## src/design/tms_pkg.sv

```systemverilog
`timescale 1ns / 1ps
// Shared types and constants for the temporal motion vector scaler.
// No dependencies.
package tms_pkg;

  localparam int DIST_W  = 16;
  localparam int VEC_W   = 16;
  localparam int TB_W    = 8;
  localparam int TXM_W   = 15;
  localparam int TX_W    = 16;
  localparam int PROD_W  = 24;
  localparam int SCALE_W = 13;
  localparam int P_W     = 29;
  localparam int STAGES  = 5;

  localparam logic signed [DIST_W-1:0] DIST_HI = 16'sd127;
  localparam logic signed [DIST_W-1:0] DIST_LO = -16'sd128;

  localparam logic signed [18:0] SCALE_HI = 19'sd4095;
  localparam logic signed [18:0] SCALE_LO = -19'sd4096;

  localparam logic signed [21:0] VEC_HI = 22'sd32767;
  localparam logic signed [21:0] VEC_LO = -22'sd32768;

  // (16384 + d/2) / d for d = 1..128, indexed by d-1
  localparam logic [TXM_W-1:0] TX_TABLE [128] = '{
    15'd16384, 15'd8192, 15'd5461, 15'd4096, 15'd3277, 15'd2731, 15'd2341, 15'd2048,
    15'd1820,  15'd1638, 15'd1489, 15'd1365, 15'd1260, 15'd1170, 15'd1092, 15'd1024,
    15'd964,   15'd910,  15'd862,  15'd819,  15'd780,  15'd745,  15'd712,  15'd683,
    15'd655,   15'd630,  15'd607,  15'd585,  15'd565,  15'd546,  15'd529,  15'd512,
    15'd496,   15'd482,  15'd468,  15'd455,  15'd443,  15'd431,  15'd420,  15'd410,
    15'd400,   15'd390,  15'd381,  15'd372,  15'd364,  15'd356,  15'd349,  15'd341,
    15'd334,   15'd328,  15'd321,  15'd315,  15'd309,  15'd303,  15'd298,  15'd293,
    15'd287,   15'd282,  15'd278,  15'd273,  15'd269,  15'd264,  15'd260,  15'd256,
    15'd252,   15'd248,  15'd245,  15'd241,  15'd237,  15'd234,  15'd231,  15'd228,
    15'd224,   15'd221,  15'd218,  15'd216,  15'd213,  15'd210,  15'd207,  15'd205,
    15'd202,   15'd200,  15'd197,  15'd195,  15'd193,  15'd191,  15'd188,  15'd186,
    15'd184,   15'd182,  15'd180,  15'd178,  15'd176,  15'd174,  15'd172,  15'd171,
    15'd169,   15'd167,  15'd165,  15'd164,  15'd162,  15'd161,  15'd159,  15'd158,
    15'd156,   15'd155,  15'd153,  15'd152,  15'd150,  15'd149,  15'd148,  15'd146,
    15'd145,   15'd144,  15'd142,  15'd141,  15'd140,  15'd139,  15'd138,  15'd137,
    15'd135,   15'd134,  15'd133,  15'd132,  15'd131,  15'd130,  15'd129,  15'd128
  };

  // per-stage load enables
  typedef struct packed {
    logic s1;
    logic s2;
    logic s3;
    logic s4;
    logic s5;
  } tms_adv_t;

endpackage

```

## src/design/tms_scale.sv

```systemverilog
`timescale 1ns / 1ps
// Scale factor path: distance clipping, reciprocal lookup, tb*tx, rounding and clip.
// Depends on tms_pkg.
module tms_scale (
  input  logic                                 clk,
  input  tms_pkg::tms_adv_t                    adv,
  input  logic signed [tms_pkg::DIST_W-1:0]    cur_dist,
  input  logic signed [tms_pkg::DIST_W-1:0]    cand_dist,
  output logic signed [tms_pkg::SCALE_W-1:0]   scale,
  output logic                                 bypass
);
  import tms_pkg::*;

  logic signed [TB_W-1:0]   tb_clip;
  logic signed [TB_W-1:0]   td_clip;
  logic [TB_W-1:0]          td_mag;
  logic [6:0]               tx_idx;
  logic [TXM_W-1:0]         tx_mag;
  logic signed [TX_W-1:0]   tx_next;
  logic                     byp_next;

  logic signed [TB_W-1:0]   tb1;
  logic signed [TX_W-1:0]   tx1;
  logic                     byp1;
  logic signed [PROD_W-1:0] prod_next;
  logic signed [PROD_W-1:0] prod2;
  logic                     byp2;
  logic signed [PROD_W:0]   rnd;
  logic signed [18:0]       shifted;
  logic signed [SCALE_W-1:0] scale_next;

  always_comb begin
    if (cur_dist > DIST_HI) begin
      tb_clip = TB_W'(DIST_HI);
    end else if (cur_dist < DIST_LO) begin
      tb_clip = TB_W'(DIST_LO);
    end else begin
      tb_clip = cur_dist[TB_W-1:0];
    end
    if (cand_dist > DIST_HI) begin
      td_clip = TB_W'(DIST_HI);
    end else if (cand_dist < DIST_LO) begin
      td_clip = TB_W'(DIST_LO);
    end else begin
      td_clip = cand_dist[TB_W-1:0];
    end
    td_mag   = td_clip[TB_W-1] ? TB_W'(-td_clip) : TB_W'(td_clip);
    tx_idx   = 7'(td_mag - 8'd1);
    tx_mag   = TX_TABLE[tx_idx];
    tx_next  = td_clip[TB_W-1] ? -$signed({1'b0, tx_mag}) : $signed({1'b0, tx_mag});
    byp_next = (cur_dist == cand_dist) || (td_clip == '0);
  end

  assign prod_next = tb1 * tx1;

  always_comb begin
    rnd     = (PROD_W+1)'(prod2) + 25'sd32;
    shifted = rnd[PROD_W:6];
    if (shifted > SCALE_HI) begin
      scale_next = SCALE_W'(SCALE_HI);
    end else if (shifted < SCALE_LO) begin
      scale_next = SCALE_W'(SCALE_LO);
    end else begin
      scale_next = shifted[SCALE_W-1:0];
    end
  end

  always_ff @(posedge clk) begin
    if (adv.s1) begin
      tb1  <= tb_clip;
      tx1  <= tx_next;
      byp1 <= byp_next;
    end
    if (adv.s2) begin
      prod2 <= prod_next;
      byp2  <= byp1;
    end
    if (adv.s3) begin
      scale  <= scale_next;
      bypass <= byp2;
    end
  end

endmodule

```

## src/design/tms_lane.sv

```systemverilog
`timescale 1ns / 1ps
// One vector component lane: delay line, scale multiply, round and saturate.
// Depends on tms_pkg.
module tms_lane (
  input  logic                                 clk,
  input  tms_pkg::tms_adv_t                    adv,
  input  logic signed [tms_pkg::SCALE_W-1:0]   scale,
  input  logic                                 bypass,
  input  logic signed [tms_pkg::VEC_W-1:0]     vec_in,
  output logic signed [tms_pkg::VEC_W-1:0]     vec_out
);
  import tms_pkg::*;

  logic signed [VEC_W-1:0] v1;
  logic signed [VEC_W-1:0] v2;
  logic signed [VEC_W-1:0] v3;
  logic signed [VEC_W-1:0] v4;
  logic signed [P_W-1:0]   p_next;
  logic signed [P_W-1:0]   p4;
  logic                    byp4;
  logic signed [P_W:0]     rnd;
  logic signed [21:0]      shifted;
  logic signed [VEC_W-1:0] sat;

  assign p_next = scale * v3;

  always_comb begin
    rnd     = (P_W+1)'(p4) + (p4[P_W-1] ? 30'sd128 : 30'sd127);
    shifted = rnd[P_W:8];
    if (shifted > VEC_HI) begin
      sat = VEC_W'(VEC_HI);
    end else if (shifted < VEC_LO) begin
      sat = VEC_W'(VEC_LO);
    end else begin
      sat = shifted[VEC_W-1:0];
    end
  end

  always_ff @(posedge clk) begin
    if (adv.s1) begin
      v1 <= vec_in;
    end
    if (adv.s2) begin
      v2 <= v1;
    end
    if (adv.s3) begin
      v3 <= v2;
    end
    if (adv.s4) begin
      p4   <= p_next;
      v4   <= v3;
      byp4 <= bypass;
    end
    if (adv.s5) begin
      vec_out <= byp4 ? v4 : sat;
    end
  end

endmodule

```

## src/design/temporal_mv_scaler.sv

```systemverilog
`timescale 1ns / 1ps
// Temporal motion vector scaler top level: stage control and lane merge.
// Depends on tms_pkg, tms_scale, tms_lane.
//
// Usage:
//   Request in:  in_valid / in_stall with cur_dist, cand_dist, vec_x_in, vec_y_in.
//   Request out: out_valid / out_stall with vec_x_out, vec_y_out.
//   A request moves at a clock edge where valid is high and stall is low.
//   Throughput is one request per cycle while out_stall is low; every request yields one result.
//   Five register stages: clip and reciprocal lookup, tb*tx, scale rounding,
//   per-lane component multiply, per-lane round and saturate (output register).
//   Each stage advances when it is empty or the stage after it advances, so
//   empty slots close up while out_stall is high; in_stall rises only once
//   all five stages hold requests and the output is stalled.
//   Reset (rst, synchronous) empties the pipeline; out_valid is low after it.
module temporal_mv_scaler (
  input  logic                               clk,
  input  logic                               rst,
  input  logic                               in_valid,
  output logic                               in_stall,
  input  logic signed [tms_pkg::DIST_W-1:0]  cur_dist,
  input  logic signed [tms_pkg::DIST_W-1:0]  cand_dist,
  input  logic signed [tms_pkg::VEC_W-1:0]   vec_x_in,
  input  logic signed [tms_pkg::VEC_W-1:0]   vec_y_in,
  output logic                               out_valid,
  input  logic                               out_stall,
  output logic signed [tms_pkg::VEC_W-1:0]   vec_x_out,
  output logic signed [tms_pkg::VEC_W-1:0]   vec_y_out
);
  import tms_pkg::*;

  logic [STAGES-1:0]        vld;
  logic [STAGES-1:0]        rdy;
  tms_adv_t                 adv;
  logic signed [SCALE_W-1:0] scale;
  logic                     bypass;

  always_comb begin
    rdy[STAGES-1] = !vld[STAGES-1] || !out_stall;
    for (int i = STAGES - 2; i >= 0; i--) begin
      rdy[i] = !vld[i] || rdy[i+1];
    end
  end

  assign adv       = '{s1: rdy[0], s2: rdy[1], s3: rdy[2], s4: rdy[3], s5: rdy[4]};
  assign in_stall  = !rdy[0];
  assign out_valid = vld[STAGES-1];

  always_ff @(posedge clk) begin
    if (rst) begin
      vld <= '0;
    end else begin
      if (rdy[0]) begin
        vld[0] <= in_valid;
      end
      for (int i = 1; i < STAGES; i++) begin
        if (rdy[i]) begin
          vld[i] <= vld[i-1];
        end
      end
    end
  end

  tms_scale u_scale (
    .clk       (clk),
    .adv       (adv),
    .cur_dist  (cur_dist),
    .cand_dist (cand_dist),
    .scale     (scale),
    .bypass    (bypass)
  );

  tms_lane u_lane_x (
    .clk     (clk),
    .adv     (adv),
    .scale   (scale),
    .bypass  (bypass),
    .vec_in  (vec_x_in),
    .vec_out (vec_x_out)
  );

  tms_lane u_lane_y (
    .clk     (clk),
    .adv     (adv),
    .scale   (scale),
    .bypass  (bypass),
    .vec_in  (vec_y_in),
    .vec_out (vec_y_out)
  );

  a_stall_full: assert property (@(posedge clk) disable iff (rst)
    in_stall |-> (out_valid && out_stall && (&vld)))
    else $error("input stalled while pipeline has room");

  a_no_phantom: assert property (@(posedge clk) disable iff (rst)
    (!vld[STAGES-2] && !(out_valid && out_stall)) |=> !out_valid)
    else $error("result appeared without a request behind it");

  a_reset_empty: assert property (@(posedge clk)
    rst |=> (!out_valid && !in_stall))
    else $error("pipeline not empty after reset");

endmodule

```

## config.mk

```make
export PLATFORM = sky130hd
export DESIGN_NAME = temporal_mv_scaler
export DESIGN_NICKNAME = d
export VERILOG_FILES = /design/src/design/tms_pkg.sv /design/src/design/tms_scale.sv /design/src/design/tms_lane.sv /design/src/design/temporal_mv_scaler.sv
export SDC_FILE = /design/constraint.sdc
export NUM_CORES = 2
export LEC_CHECK = 0
export BUFFER_PORTS_ARGS = -buffer_cell sky130_fd_sc_hd__buf_2
export CAP_MARGIN = 40
export CORE_ASPECT_RATIO = 2
export CORE_MARGIN = 1
export CORE_UTILIZATION = 56
export CTS_CLUSTER_SIZE = 20
export DETAILED_ROUTE_END_ITERATION = 12
export PLACE_DENSITY = 0.73
export SLEW_MARGIN = 0
export SYNTH_ARGS = -nofsm -noshare
export SYNTH_HDL_FRONTEND = slang
export SYNTH_HIERARCHICAL = 1
export SYNTH_SLANG_ARGS = --single-unit
```

## constraint.sdc

```tcl
create_clock -name clk -period 5.5 [get_ports clk]
set_input_delay 0.275 -clock clk [delete_from_list [all_inputs] [get_ports clk]]
set_output_delay 0.275 -clock clk [all_outputs]
set_load 0.1 [all_outputs]
```

Yosys cells after proc, flatten, opt, wreduce, memory -nomap -nowiden
Memory sizes are Yosys's and may differ from the RTL's.
Cells that the tools add are included.

word-level totals
  register bits after elaboration = 288
  memory bits (read-only) = 1920
  input bits = 68
  output and inout port bits = 34
  word-level logic and storage cells = 79
  memories kept = 1

memories
  name              depth  bits a word  rd ports  clocked after Yosys merged registers in  write ports  line             RTL
  (name not given)  128    15           1         0                                        0            tms_scale.sv:49  tx_mag = TX_TABLE[tx_idx];

operators by class
  add/subtract/negate cells = 6
  $mul = 3
  magnitude comparators = 11
  equality and inequality tests = 1
  multiplexer cells = 16
  bitwise logic cells = 1
  reductions and logical operators = 14

operators by type and width
  operator                                                       number
  2-to-1 mux 16 bit                                              6
  adder 29 x 9 -> 30 bit                                         2
  multiplier 13 x 16 -> 29 bit                                   2
  2-to-1 mux 15 bit                                              3
  > comparator 22 x 16 -> 1 bit (second input constant)          2
  less-than comparator 22 x 16 -> 1 bit (second input constant)  2
  2-to-1 mux 8 bit                                               5
  > comparator 16 x 8 -> 1 bit (second input constant)           2
  less-than comparator 16 x 8 -> 1 bit (second input constant)   2
  adder 24 x 7 -> 25 bit (second input constant)                 1
  multiplier 8 x 16 -> 24 bit                                    1
  > comparator 19 x 13 -> 1 bit (second input constant)          1
  less-than comparator 19 x 13 -> 1 bit (second input constant)  1
  == test 16 bit                                                 1
  negator 15 -> 16 bit                                           1
  2-to-1 mux 13 bit                                              1
  >= comparator 8 bit (second input constant)                    1
  zero test 8 bit                                                1
  NOT 7 -> 8 bit                                                 1
  zero test 1 bit                                                7
  2-to-1 mux 7 bit                                               1
  negator 7 bit                                                  1
  subtractor 7 x 1 -> 7 bit (second input constant)              1
  logical OR 1 bit                                               6

Logic depth before layout (Yosys ltp)
  word-level depth = 12
  mapped depth = 26
  gate-level depth less buffers = 22

Hierarchy
The synthesis kept the hierarchy.

by module, submodules not included
  module               instances  cells each  area an instance (um^2)  sequential area each (um^2)
  tms_lane (u_lane_x)  1          1062        11737.5                  3303.2
  tms_lane (u_lane_y)  1          1022        11527.3                  3303.2
  tms_scale            1          1191        10112.2                  1771.7
  temporal_mv_scaler   1          22          201.4                    100.1

Least setup slack after synthesis
OpenSTA, ideal clock, no wires.

  path type = register to register
  start point = register u_scale/scale[2] in the netlist's numbering
  end point = register u_lane_y.p4[28], data pin
  setup time = 136 ps
  arrival = 5859 ps
  data required time = 5364 ps
  setup slack = -495 ps
  cell stages (with the launch flop) = 20
  buffers on the path = 1
  period minus slack after synthesis = 5995 ps
  path through = edfxtp_1 -> clkbuf_1 -> and2_1 -> fa_1 -> inv_1 -> fa_1 -> inv_1 -> fa_1 -> fa_1 -> fa_1 -> ha_1 -> ha_1 -> nand2_1 -> nand2_1 -> a2111oi_0 -> o21ai_0 -> a21oi_1 -> o31ai_1 -> or4_1 -> nand3_1

between the ends
  word-level cells in the longest chain between the ends = 1

RTL lines
  element                       line             RTL
  from (decl)                   tms_scale.sv:9   output logic signed [tms_pkg::SCALE_W-1:0] scale,
  from (signal assigned)        tms_scale.sv:79  scale <= scale_next;
  multiplier 13 x 16 -> 29 bit  tms_lane.sv:25   assign p_next = scale * v3;
  net u_lane_y.p_next[28]       tms_lane.sv:18   logic signed [P_W-1:0] p_next;
  to (signal assigned)          tms_lane.sv:50   p4 <= p_next;
  to (decl)                     tms_lane.sv:19   logic signed [P_W-1:0] p4;

The timed path passes the listed nets, and every way through them passes these cells.
A chain may end at the register's enable or synchronous reset.

Worst setup path in the final report
  start point = register u_scale/scale[3] in the netlist's numbering
  end point = register u_lane_y.p4[22], data pin

Same word-level chain as after synthesis.

==> reports/qor.yml <==
endpoint_kind: "flop"
start_util: 0.568
path_cells: "buf_12, and2_4, fa_1, inv_2, fa_1, inv_1, fa_1, fa_1, fa_1, fa_1, ha_4, a21o_1, a21oi_2, buf_4, o21ai_2, a21o_1, buf_4, a21boi_2, o211ai_1, a21oi_1, xnor2_1"
yosys-top-cells-area: "fa_1 29%, edfxtp_1 25%, ha_1 8.0%"
start_kind: "flop"
cts_buffer_depth: 3
synth_mux_area_frac: 0.00294
grt_max_degree: 58
grt_overflow_total: 0
htree_levels: 1
drc: 0
ys_warn_count: 6
syn_to_final_growth_pct: 20.0
synth-xor-area-share: 0.0406
max_cap_viol_count: 0
tightest_slew_ns: 0.784
synth_top_area_frac: 0.293
ios: 102
numPortBuffers: 101
netlist_top_cells_count: "568 x inv_1, 492 x fa_1, 351 x nand2_1, 279 x edfxtp_1, 276 x and2_1"
wl_per_cell_um: 21.4
yosys.area.top_type: "fa_1"
crit_type: "reg -> reg"
fin_crit_sh: 1.06
cp-startpoint: "u_scale/scale[3]"
nets: 4555
die_w_um: 175
syn_area_per_cell_um2: 10.2
clkTransAtPathRegs_ns: 0.07
crit_fanout: 16
synth_area_um2: 33600
grt_pass1_vias: 29200
status: "complete, but fails checks"
crit_slowest_cell: "fa_1"
synthDistinctLibCells: 109
synth_top_family_by_area: "adder cells"
core_um2: 59100
dr.pass1.iters: 6
hold_violations: 0
violations: "setup timing"
vias: 26400
dieArea_um2: 61000
synth_edf_count: 279
rsz0062_at_grt: "true"
max_stage_delay_ns: 0.57
cp_data_required_time_ns: 5.84
reg2reg_from: "u_scale/scale[3]"
antenna_found_initial: 1
clock_latency_ns: 0.61
synthCells: 3297
grt_pass1_wl_mm: 152
drtIter0Drc: 1368
synth-seq-cells: 284
critPathBufInv: 5
drv_slew: 0
finalSetupViolations: 23
grt_usage: 0.327
finalWirelength_mm: 97.7
hold_path_startpoint: "cur_dist[3]"
crit_family: "adder cells"
root_buffer: "clkbuf_16"
cp.arrival_ns: 6.18
drive_above_1_share: 0.218
syn_nets: 4071
yosysSeqAreaShare: 0.252
num_rows: 126
synth_fa_ha_area_frac: 0.373
cts_tree: "yes"
worst_clock_skew_ns: 0.0250
synth_most_common_cell: "inv_1"
synth-simple-area-share: 0.150
dp_slack_ns: -0.426
die_y_um: 348
async_reset_ff_frac: 0
cts_buffers: 27
ant_nets: 0
hold_class: "in -> reg"
crit_top_cell: "fa_1"
fmax_mhz: 171
period_minus_slack_ns: 5.84
dpl.hpwl_mm: 80.3
via_per_inst: 5.78
slew_headroom: 0.472
top_regs: "u_lane_x/p4 (29), u_lane_y/p4 (29), u_scale/prod2 (19)"
gp_congestion: 0.983
ys.flop_type: "edfxtp_1"
worst_slack_ns: -0.342
synth_compound_area_frac: 0.100
clock-sinks: 284
-- path summary, 6_finish.rpt --
kind / end / slack (ns) / cells after the start
worst max register to register: u_lane_y/p4[22] / -0.34 / 21
worst min-delay path: u_scale/tb1[3] / 0.07 / 2
worst max-delay path: u_lane_y/p4[22] / -0.34 / 21
worst min register to register: u_scale/byp2 / 0.41 / 0
-- per-stage QoR --
stage | util | instance area [um^2] | setup TNS (ns) | instances | hold WS, ns
finish | 0.681 | 40300 | -3.69 | 4570 | 0.0695
CTS | 0.674 | 39900 | -2.87 | 4551 | 0.0293
global route | 0.681 | 40300 | -8.94 | 4569 | 0.0411
global placement | 0.648 | 38300 | -3.01 | 4451 | 0.401
detailed placement | 0.648 | 38300 | -5.24 | 4453 | 0.405
floorplan | - | 34200 | -0.309 | 3297 | 0.344
-- timing repair --
item / CTS / global route
pin swaps: 24 / 49
hold endpoints to repair: 39 / 0
gates resized for setup: 55 / 66
hold buffers: 37 / 0
setup buffers: 12 / 17
setup endpoints to repair: 28 / 39
-- kinds of logic after synthesis --
| group | Yosys count |
|---|---|
| muxes | 7 |
| AOI/OAI and AO/OA | 454 |
| xor gates and xnor gates | 151 |
| buffers and inverters | 702 |
| adders and majority gates | 706 |
| and+or+nand+nor | 993 |
| DFF | 284 |
-- cell usage in the layout (no fill, tap or decap), types with 20 or more instances in the layout --
cell type      count
a31oi_1           20
o21ai_0           70
nor2_1           119
buf_4            417
o211ai_1          22
and3_1            20
clkbuf_16         30
o21a_1            21
dlygate4sd3_1     37
ha_1             177
edfxtp_1         279
a211oi_1          24
nor3_1            26
nand2_1          345
xor2_1            54
inv_1            557
xnor2_1           91
ha_4              33
fa_1             476
nand2b_1          28
nand3_1           59
nand4_1           22
buf_2            102
a21oi_1           75
and2_1           260
-- layer usage --
metal | track usage | vias up | wire length [um]
met4 | 0.246 | 0 | 8330
met3 | 0.0258 | 410 | 3450
li1 | - | 11700 | -
met2 | 0.653 | 978 | 55700
met1 | 0.298 | 13300 | 30300
met5 | 0 | - | 0
-- final cells by class --
type	count	area [um^2]
antenna	1	2.50
clock buffer	33	762
clock inverter	16	131
fill	4454	18800
inverter	570	2140
multi-input combinational	2311	23300
sequential	284	8480
tap	768	961
timing repair buffer	587	4520
Power is left out: the tool's default activity adds up to more than one toggle a clock period on the data nets, which glitch-free logic cannot reach.
